`src/sv/mest_pkg.sv`:
```
// Shared constants and types of the MIDI event state tracker.
// No dependencies; used by mest_tbl, midi_event_state_tracker, mest_checker and tb.
`timescale 1ns / 1ps

package mest_pkg;

  // Default table depth (notes and controllers)
  localparam int unsigned TABLE_ENTRIES_DEF = 128;

  // Field widths
  localparam int unsigned DATA_W   = 7;
  localparam int unsigned CODE_W   = 4;
  localparam int unsigned SUM_W    = 14;
  localparam int unsigned BEND_W   = 14;
  localparam int unsigned ENERGY_W = 15;
  localparam int unsigned GAIN_W   = 9;
  localparam int unsigned IN_TDATA_W  = 24;
  localparam int unsigned OUT_TDATA_W = 48;

  // Code index values
  localparam logic [CODE_W-1:0] CODE_NOTE_OFF = 4'h8;
  localparam logic [CODE_W-1:0] CODE_NOTE_ON  = 4'h9;
  localparam logic [CODE_W-1:0] CODE_CONTROL  = 4'hB;
  localparam logic [CODE_W-1:0] CODE_BEND     = 4'hE;

  // Configuration register indexes
  localparam logic CFG_MOD_INDEX = 1'b0;
  localparam logic CFG_GAIN      = 1'b1;

  // Register reset values and limits
  localparam logic [DATA_W-1:0] MOD_INDEX_RST   = 7'd1;
  localparam logic [GAIN_W-1:0] GAIN_RST        = 9'd51;
  localparam logic [GAIN_W-1:0] GAIN_ONE        = 9'd256;
  localparam logic [DATA_W-1:0] LATEST_NOTE_RST = 7'd60;
  localparam logic [SUM_W-1:0]  SUM_CLAMP       = 14'd127;

  // Write request into a state table
  typedef struct packed {
    logic              en;
    logic [DATA_W-1:0] addr;
    logic [DATA_W-1:0] data;
  } tbl_wr_t;

endpackage

```
`src/sv/mest_tbl.sv`:
```
// State table: synchronous memory with per-entry valid bits and write bypass.
// Depends on mest_pkg for widths and the write request struct.
`timescale 1ns / 1ps

module mest_tbl #(
  parameter int unsigned ENTRIES = mest_pkg::TABLE_ENTRIES_DEF
) (
  input  logic                        clk_i,
  input  logic                        rst_ni,
  input  logic                        rd_en_i,
  input  logic [mest_pkg::DATA_W-1:0] rd_addr_i,
  output logic [mest_pkg::DATA_W-1:0] rd_data_o,
  input  mest_pkg::tbl_wr_t           wr_i
);

  localparam int unsigned IW = $clog2(ENTRIES);

  logic [mest_pkg::DATA_W-1:0] mem [ENTRIES];
  logic [ENTRIES-1:0]          vld_q;
  logic [mest_pkg::DATA_W-1:0] mem_rd_q;
  logic                        vld_rd_q;
  logic                        byp_q;
  logic [mest_pkg::DATA_W-1:0] byp_data_q;
  logic [IW-1:0]               rd_idx;
  logic [IW-1:0]               wr_idx;

  assign rd_idx = rd_addr_i[IW-1:0];
  assign wr_idx = wr_i.addr[IW-1:0];

  // Write the array; a read registers the addressed entry and the write data
  always_ff @(posedge clk_i) begin
    if (wr_i.en) begin
      mem[wr_idx] <= wr_i.data;
    end
    if (rd_en_i) begin
      mem_rd_q   <= mem[rd_idx];
      byp_data_q <= wr_i.data;
    end
  end

  // Track written entries; an unwritten entry reads as zero
  always_ff @(posedge clk_i or negedge rst_ni) begin
    if (!rst_ni) begin
      vld_q    <= '0;
      vld_rd_q <= 1'b0;
      byp_q    <= 1'b0;
    end else begin
      if (wr_i.en) begin
        vld_q[wr_idx] <= 1'b1;
      end
      if (rd_en_i) begin
        vld_rd_q <= vld_q[rd_idx];
        byp_q    <= wr_i.en && (wr_i.addr == rd_addr_i);
      end
    end
  end

  // Forward a write that landed in the same cycle as the read
  assign rd_data_o = byp_q    ? byp_data_q :
                     vld_rd_q ? mem_rd_q   : '0;

endmodule

```
`src/sv/midi_event_state_tracker.sv`:
```
// Top level of the MIDI event state tracker: stream ports, pipeline, energy update.
// Depends on mest_pkg and mest_tbl.
// Path: a tick is registered in the execute stage, then in the output register behind m_axis_tvalid.
// Throughput: one item per cycle; the table read at entry and the write-back in
// the next stage set this, and a tick waits only while a result is still held.
// Reset: tables read as zero at once through valid bits (no clearing pass).
`timescale 1ns / 1ps

module midi_event_state_tracker #(
  parameter int unsigned TABLE_ENTRIES = mest_pkg::TABLE_ENTRIES_DEF
) (
  input  logic                             clk_i,
  input  logic                             rst_ni,
  // Configuration write port
  input  logic                             cfg_we_i,
  input  logic                             cfg_idx_i,
  input  logic [mest_pkg::GAIN_W-1:0]      cfg_wdata_i,
  // Input stream
  input  logic                             s_axis_tvalid,
  output logic                             s_axis_tready,
  // [3:0] code_index, [10:4] data_first, [17:11] data_second, [23:18] zero
  input  logic [mest_pkg::IN_TDATA_W-1:0]  s_axis_tdata,
  // [0] operation
  input  logic                             s_axis_tuser,
  // Output stream
  output logic                             m_axis_tvalid,
  input  logic                             m_axis_tready,
  // [14:0] smoothed_energy, [28:15] pitch_bend, [35:29] mod_value,
  // [42:36] newest_note, [47:43] zero
  output logic [mest_pkg::OUT_TDATA_W-1:0] m_axis_tdata
);

  localparam int unsigned DW = mest_pkg::DATA_W;

  // Configuration registers
  logic [DW-1:0]               mod_idx_q;
  logic [mest_pkg::GAIN_W-1:0] gain_q;

  always_ff @(posedge clk_i or negedge rst_ni) begin
    if (!rst_ni) begin
      mod_idx_q <= mest_pkg::MOD_INDEX_RST;
      gain_q    <= mest_pkg::GAIN_RST;
    end else if (cfg_we_i) begin
      unique case (cfg_idx_i)
        mest_pkg::CFG_MOD_INDEX: mod_idx_q <= cfg_wdata_i[DW-1:0];
        mest_pkg::CFG_GAIN:      gain_q    <= cfg_wdata_i;
        default:                 gain_q    <= gain_q;
      endcase
    end
  end

  // Input transfer and table reads
  logic                        in_xfer;
  logic [DW-1:0]               in_first;
  logic [DW-1:0]               vel_old;
  logic [DW-1:0]               ctrl_rd;
  mest_pkg::tbl_wr_t           vel_wr;
  mest_pkg::tbl_wr_t           ctrl_wr;

  assign in_xfer  = s_axis_tvalid && s_axis_tready;
  assign in_first = s_axis_tdata[10:4];

  mest_tbl #(.ENTRIES(TABLE_ENTRIES)) u_vel_tbl (
    .clk_i     (clk_i),
    .rst_ni    (rst_ni),
    .rd_en_i   (in_xfer),
    .rd_addr_i (in_first),
    .rd_data_o (vel_old),
    .wr_i      (vel_wr)
  );

  mest_tbl #(.ENTRIES(TABLE_ENTRIES)) u_ctrl_tbl (
    .clk_i     (clk_i),
    .rst_ni    (rst_ni),
    .rd_en_i   (in_xfer),
    .rd_addr_i (mod_idx_q),
    .rd_data_o (ctrl_rd),
    .wr_i      (ctrl_wr)
  );

  // Execute stage registers
  logic                        s1_vld_q;
  logic                        s1_op_q;
  logic [mest_pkg::CODE_W-1:0] s1_code_q;
  logic [DW-1:0]               s1_first_q;
  logic [DW-1:0]               s1_second_q;
  logic                        s1_fire;
  logic                        out_vld_q;

  assign s1_fire       = s1_vld_q && (!s1_op_q || !out_vld_q || m_axis_tready);
  assign s_axis_tready = !s1_vld_q || s1_fire;

  always_ff @(posedge clk_i or negedge rst_ni) begin
    if (!rst_ni) begin
      s1_vld_q <= 1'b0;
    end else if (s_axis_tready) begin
      s1_vld_q <= s_axis_tvalid;
    end
  end

  always_ff @(posedge clk_i) begin
    if (in_xfer) begin
      s1_op_q     <= s_axis_tuser;
      s1_code_q   <= s_axis_tdata[3:0];
      s1_first_q  <= in_first;
      s1_second_q <= s_axis_tdata[17:11];
    end
  end

  // Decode the packet in the execute stage
  logic s1_pkt;
  logic s1_in_range;
  logic is_on;
  logic is_off;
  logic is_ctrl;
  logic is_bend;
  logic mod_in_range;

  assign s1_pkt       = s1_fire && !s1_op_q;
  assign s1_in_range  = {1'b0, s1_first_q} < 8'(TABLE_ENTRIES);
  assign mod_in_range = {1'b0, mod_idx_q} < 8'(TABLE_ENTRIES);
  assign is_on   = s1_pkt && (s1_code_q == mest_pkg::CODE_NOTE_ON) && s1_in_range;
  assign is_off  = s1_pkt && (s1_code_q == mest_pkg::CODE_NOTE_OFF) && s1_in_range;
  assign is_ctrl = s1_pkt && (s1_code_q == mest_pkg::CODE_CONTROL) && s1_in_range;
  assign is_bend = s1_pkt && (s1_code_q == mest_pkg::CODE_BEND);

  // Write back the velocity and controller tables
  logic [DW-1:0] new_vel;

  assign new_vel = is_on ? s1_second_q : '0;

  always_comb begin
    vel_wr.en    = is_on || is_off;
    vel_wr.addr  = s1_first_q;
    vel_wr.data  = new_vel;
    ctrl_wr.en   = is_ctrl;
    ctrl_wr.addr = s1_first_q;
    ctrl_wr.data = s1_second_q;
  end

  // Running velocity sum, bend and latest note
  logic [mest_pkg::SUM_W-1:0]  sum_q;
  logic [mest_pkg::SUM_W-1:0]  sum_d;
  logic [mest_pkg::BEND_W-1:0] bend_q;
  logic [DW-1:0]               note_q;

  assign sum_d = sum_q - mest_pkg::SUM_W'(vel_old) + mest_pkg::SUM_W'(new_vel);

  always_ff @(posedge clk_i or negedge rst_ni) begin
    if (!rst_ni) begin
      sum_q  <= '0;
      bend_q <= '0;
      note_q <= mest_pkg::LATEST_NOTE_RST;
    end else begin
      if (vel_wr.en) begin
        sum_q <= sum_d;
      end
      if (is_bend) begin
        // Subtracting the center flips the top bit of the 14-bit value
        bend_q <= {~s1_second_q[DW-1], s1_second_q[DW-2:0], s1_first_q};
      end
      if (is_on && (s1_second_q != '0)) begin
        note_q <= s1_first_q;
      end
    end
  end

  // Energy smoothing on a tick
  logic [DW-1:0]                 clamp;
  logic signed [16:0]            diff;
  logic [mest_pkg::GAIN_W-1:0]   gain_sat;
  logic signed [26:0]            prod;
  logic signed [26:0]            energy_new;
  logic [mest_pkg::ENERGY_W-1:0] energy_q;
  logic                          tick_fire;

  assign tick_fire  = s1_fire && s1_op_q;
  assign clamp      = (sum_q > mest_pkg::SUM_CLAMP) ? mest_pkg::SUM_CLAMP[DW-1:0]
                                                    : sum_q[DW-1:0];
  assign diff       = $signed({2'b00, clamp, 8'h00}) - $signed({2'b00, energy_q});
  assign gain_sat   = (gain_q > mest_pkg::GAIN_ONE) ? mest_pkg::GAIN_ONE : gain_q;
  assign prod       = diff * $signed({1'b0, gain_sat});
  // Arithmetic shift floors toward minus infinity
  assign energy_new = $signed({12'd0, energy_q}) + (prod >>> 8);

  always_ff @(posedge clk_i or negedge rst_ni) begin
    if (!rst_ni) begin
      energy_q <= '0;
    end else if (tick_fire) begin
      energy_q <= energy_new[mest_pkg::ENERGY_W-1:0];
    end
  end

  // Output register: load on a tick, hold until the transfer
  logic [mest_pkg::OUT_TDATA_W-1:0] out_data_q;

  always_ff @(posedge clk_i or negedge rst_ni) begin
    if (!rst_ni) begin
      out_vld_q <= 1'b0;
    end else if (tick_fire) begin
      out_vld_q <= 1'b1;
    end else if (m_axis_tready) begin
      out_vld_q <= 1'b0;
    end
  end

  always_ff @(posedge clk_i) begin
    if (tick_fire) begin
      out_data_q <= {5'd0, note_q, (mod_in_range ? ctrl_rd : 7'd0), bend_q,
                     energy_new[mest_pkg::ENERGY_W-1:0]};
    end
  end

  assign m_axis_tvalid = out_vld_q;
  assign m_axis_tdata  = out_data_q;

endmodule

```
`config.mk`:
```
export PLATFORM = sky130hd
export DESIGN_NAME = midi_event_state_tracker
export DESIGN_NICKNAME = d
export VERILOG_FILES = /design/src/sv/mest_pkg.sv /design/src/sv/mest_tbl.sv /design/src/sv/midi_event_state_tracker.sv
export SDC_FILE = /design/constraint.sdc
export NUM_CORES = 2
export LEC_CHECK = 0
export BUFFER_PORTS_ARGS = -buffer_cell sky130_fd_sc_hd__buf_4
export CORE_UTILIZATION = 50
export DETAILED_ROUTE_END_ITERATION = 16
export GPL_ROUTABILITY_DRIVEN = 1
export PLACE_DENSITY = 0.77
export SLEW_MARGIN = 5
export SYNTH_ARGS = -nofsm -noshare
export SYNTH_HDL_FRONTEND = slang
export SYNTH_HIERARCHICAL = 1
export SYNTH_SLANG_ARGS = --single-unit
```
`constraint.sdc`:
```
create_clock -name clk_i -period 7.7 [get_ports clk_i]
set_input_delay 0.385 -clock clk_i [delete_from_list [all_inputs] [get_ports clk_i]]
set_output_delay 0.385 -clock clk_i [all_outputs]
set_load 0.005 [all_outputs]
```
==> impl_metrics.ini <==
[status]
outcome = complete, but fails checks
violations = setup timing

[sta]
layout_setup_ws_ns = -0.6702
report.final.slew_viol_count = 0
tns_ns = -4.493
tightestPinTransition_ns = 1.312
period_share_pct = 108.7
setup_viol = 10
fmax_ghz = 0.1195
maxSlewHeadroom_pct = 12.24
worst_clock_skew_ns = 0.05131
rsz0062_at_grt = yes
post-route-min-period_ns = 8.370
hold_viol = 0

[cells_and_area]
final-seq-area_mm2 = 0.06475
design_area_mm2 = 0.1041
area_growth_pct = 12.91
fin_nets = 5347
drive_above_1_share_pct = 30.67
fill_cells = 13170
multiInputGateArea_mm2 = 0.02606

[placement]
place_congestion = 0.8748
place.port_buffers = 78
post-place-ws_ns = -0.5231
place_area_mm2 = 0.09642
place_hpwl_um = 130700

[floorplan]
ios = 90
initial_core_util_pct = 50.37
core.rowCount = 157
die_h_um = 431.5
dieArea_mm2 = 0.1862
die_w_um = 431.5
coreArea_mm2 = 0.1831

[drt]
post_drt_via_cell_ratio = 6.090
vias = 47204
wl_um = 213600
dr.pass1.iters = 6
drtAntennaViolNets = 0
drtIter0Drc = 4981
post-route-drc-count = 0
avgRoutedWirePerCell_um = 27.55

[logic_synthesis]
ys_warn_count = 6
synth-edff-count = 1882
ys.flop_type = edfxtp_1
synthArstFlopShare_pct = 14.84
avgSynthCellArea_um2 = 19.09
ys_types = 75
ys_seq_area_share_pct = 70.20
syn-instance-count = 4831
syn_area_mm2 = 0.09222
synth_seq_cells = 2210

[worst_setup_path]
rrSetupSlack_ns = -0.67
rr_worst_depth = 39
crit_fanout = 5
r2r_start = sum_q[8]
critPathRequiredTime_ns = 8.43
crit_slowest_cell = fa_2
crit_path_max_incr_delay_ns = 0.55
critPathKind = flop to flop
worstPathArrival_ns = 9.10
reg2reg_to = energy_q[14]
start_kind = flop
cp-end-kind = flop

[power]
peakVddDrop_mv = 3.315
power.leakage_uw = 0.03906
p_per_area_mw_per_mm2 = 492.7

[clock_network]
clk_latency_ns = 0.87
cts.path.max_buffers = 3
root_buffer = clkbuf_16
clk_pin_slew_ns = 0.06
clkSinkCount = 2210
cts_tree = yes
cts_buffers = 206
cts.htree.levels = 4

[global_route]
grt_pass1_vias = 48269
grt_pass1_wl_um = 317500
antenna_found_initial = 2
grtUsageTotal_pct = 23.05
gr-total-overflow = 0
grt_start_max_net_pins = 145

[min_path]
min_path_cells = 3
hp-start = cfg_idx_i
min_path_type = input pin to flop
worst_hold_path.endpoint = mod_idx_q[6]

[job]
drv_cap = 0
-- flip-flops by register name, indices dropped and copies added (netlist names), 9 cells and up --
name	cells
u_ctrl_tbl/mem	896
u_vel_tbl/mem	896
u_ctrl_tbl/vld_q	128
u_vel_tbl/vld_q	128
m_axis_tdata	43
energy_q	15
bend_q	14
sum_q	14
gain_q	9
-- final cells by class --
cell class	count	area share, %
sequential	2210	62.19
multi-input combinational	2192	25.03
clock buffer	272	5.443
tap	2464	2.961
timing repair buffer	288	2.266
clock inverter	120	1.357
inverter	203	0.7487
antenna	2	0.004807
-- worst max-delay path, delay by kind of cell (launching register included) --
kind                       cells  cell delay, ns
adders and majority gates      9            3.30
AOI/OAI and AO/OA             12            2.20
xor gates and xnor gates       3            0.43
muxes                          1            0.26
and+or+nand+nor               10            1.45
buffers and inverters          4            0.22
DFF                            1            0.39
-- cell families (layout without fill, tap and decap cells) --
family,Yosys count,after routing,synth area share (%)
flip-flops,2210,2210,70.20
XOR/XNOR,84,84,0.7978
multiplexers,725,725,16.33
other,1,7,0.004067
AND/OR/NAND/NOR,950,950,5.165
buffers and inverters,433,883,2.052
AO/OA/AOI/OAI,222,222,1.704
adder cells (fa/ha/maj),206,206,3.748
-- metal layers --
metal	track usage [%]	up-vias	wire [um]
li1	-	19367	-
met1	31.24	25024	82330
met4	7.598	0	6951
met2	37.56	2421	105700
met3	4.777	392	18580
met5	0	-	0
-- cell usage in the layout, fill, tap and decap left out, drive strengths merged, types with 77 or more instances in the layout --
| master | netlist | routed |
|---|---|---|
| fa | 117 | 117 |
| inv | 203 | 210 |
| ha | 89 | 89 |
| nor2 | 345 | 345 |
| or2 | 260 | 260 |
| clkinv | 0 | 77 |
| buf | 108 | 262 |
| mux4 | 618 | 618 |
| edfxtp | 1882 | 1882 |
| clkbuf | 121 | 272 |
| dfrtp | 319 | 319 |
| nand2 | 147 | 147 |
-- worst max-delay path by stage --
stage | startpoint | to | slack (ns) | depth (start not counted)
after CTS | sum_q[8] | energy_q[14] | -0.43 | 39
after floorplan | sum_q[8] | energy_q[14] | -0.34 | 39
final | sum_q[8] | energy_q[14] | -0.67 | 39
after global placement | sum_q[8] | energy_q[14] | -0.44 | 38
after global routing | sum_q[8] | energy_q[14] | -1.06 | 39
after detailed placement | sum_q[8] | energy_q[14] | -0.52 | 38
-- through the flow --
stage                     power [uW]  utilization, %  std cells  hold slack (ns)
final                          51300           56.87       7751          0.06030
after global routing           54380           56.87       7750          0.04942
after CTS                      47590           56.73       7741          0.01015
after detailed placement       36080           52.66       7316           0.3993
after global placement         35470           52.66       7316           0.3807
after floorplan                29180               -       4835          0.08941
-- synthesized netlist by cell type, types with 53 or more instances --
| cell | count | share of area (%) |
|---|---|---|
| mux2i_1 | 53 | 0.58 |
| edfxtp_1 | 1882 | 61 |
| mux2_2 | 53 | 0.65 |
| xnor2_1 | 57 | 0.54 |
| nand2_1 | 147 | 0.60 |
| fa_1 | 117 | 2.5 |
| clkbuf_1 | 121 | 0.49 |
| inv_1 | 203 | 0.83 |
| or2_2 | 260 | 1.8 |
| mux4_2 | 618 | 15 |
| nor2_1 | 345 | 1.4 |
| ha_1 | 89 | 1.2 |
| dfrtp_1 | 319 | 8.7 |
-- what timing repair did --
| action | in CTS | in global routing |
|---|---|---|
| resized for setup | 12 | 39 |
| hold endpoints to repair | 89 | 0 |
| setup endpoints to repair | 11 | 16 |
| pin swaps | 19 | 21 |
| hold buffers | 26 | 0 |
| setup buffers | 8 | 10 |
-- power breakdown --
group / total (uW) / internal [uW] / leakage [uW] / switching [uW]
registers: 14200 / 14000 / 0.0236 / 220
logic: 26600 / 13300 / 0.0120 / 13300
clock network: 10500 / 5990 / 0.00344 / 4500
(Power assumes the default switching activity.)
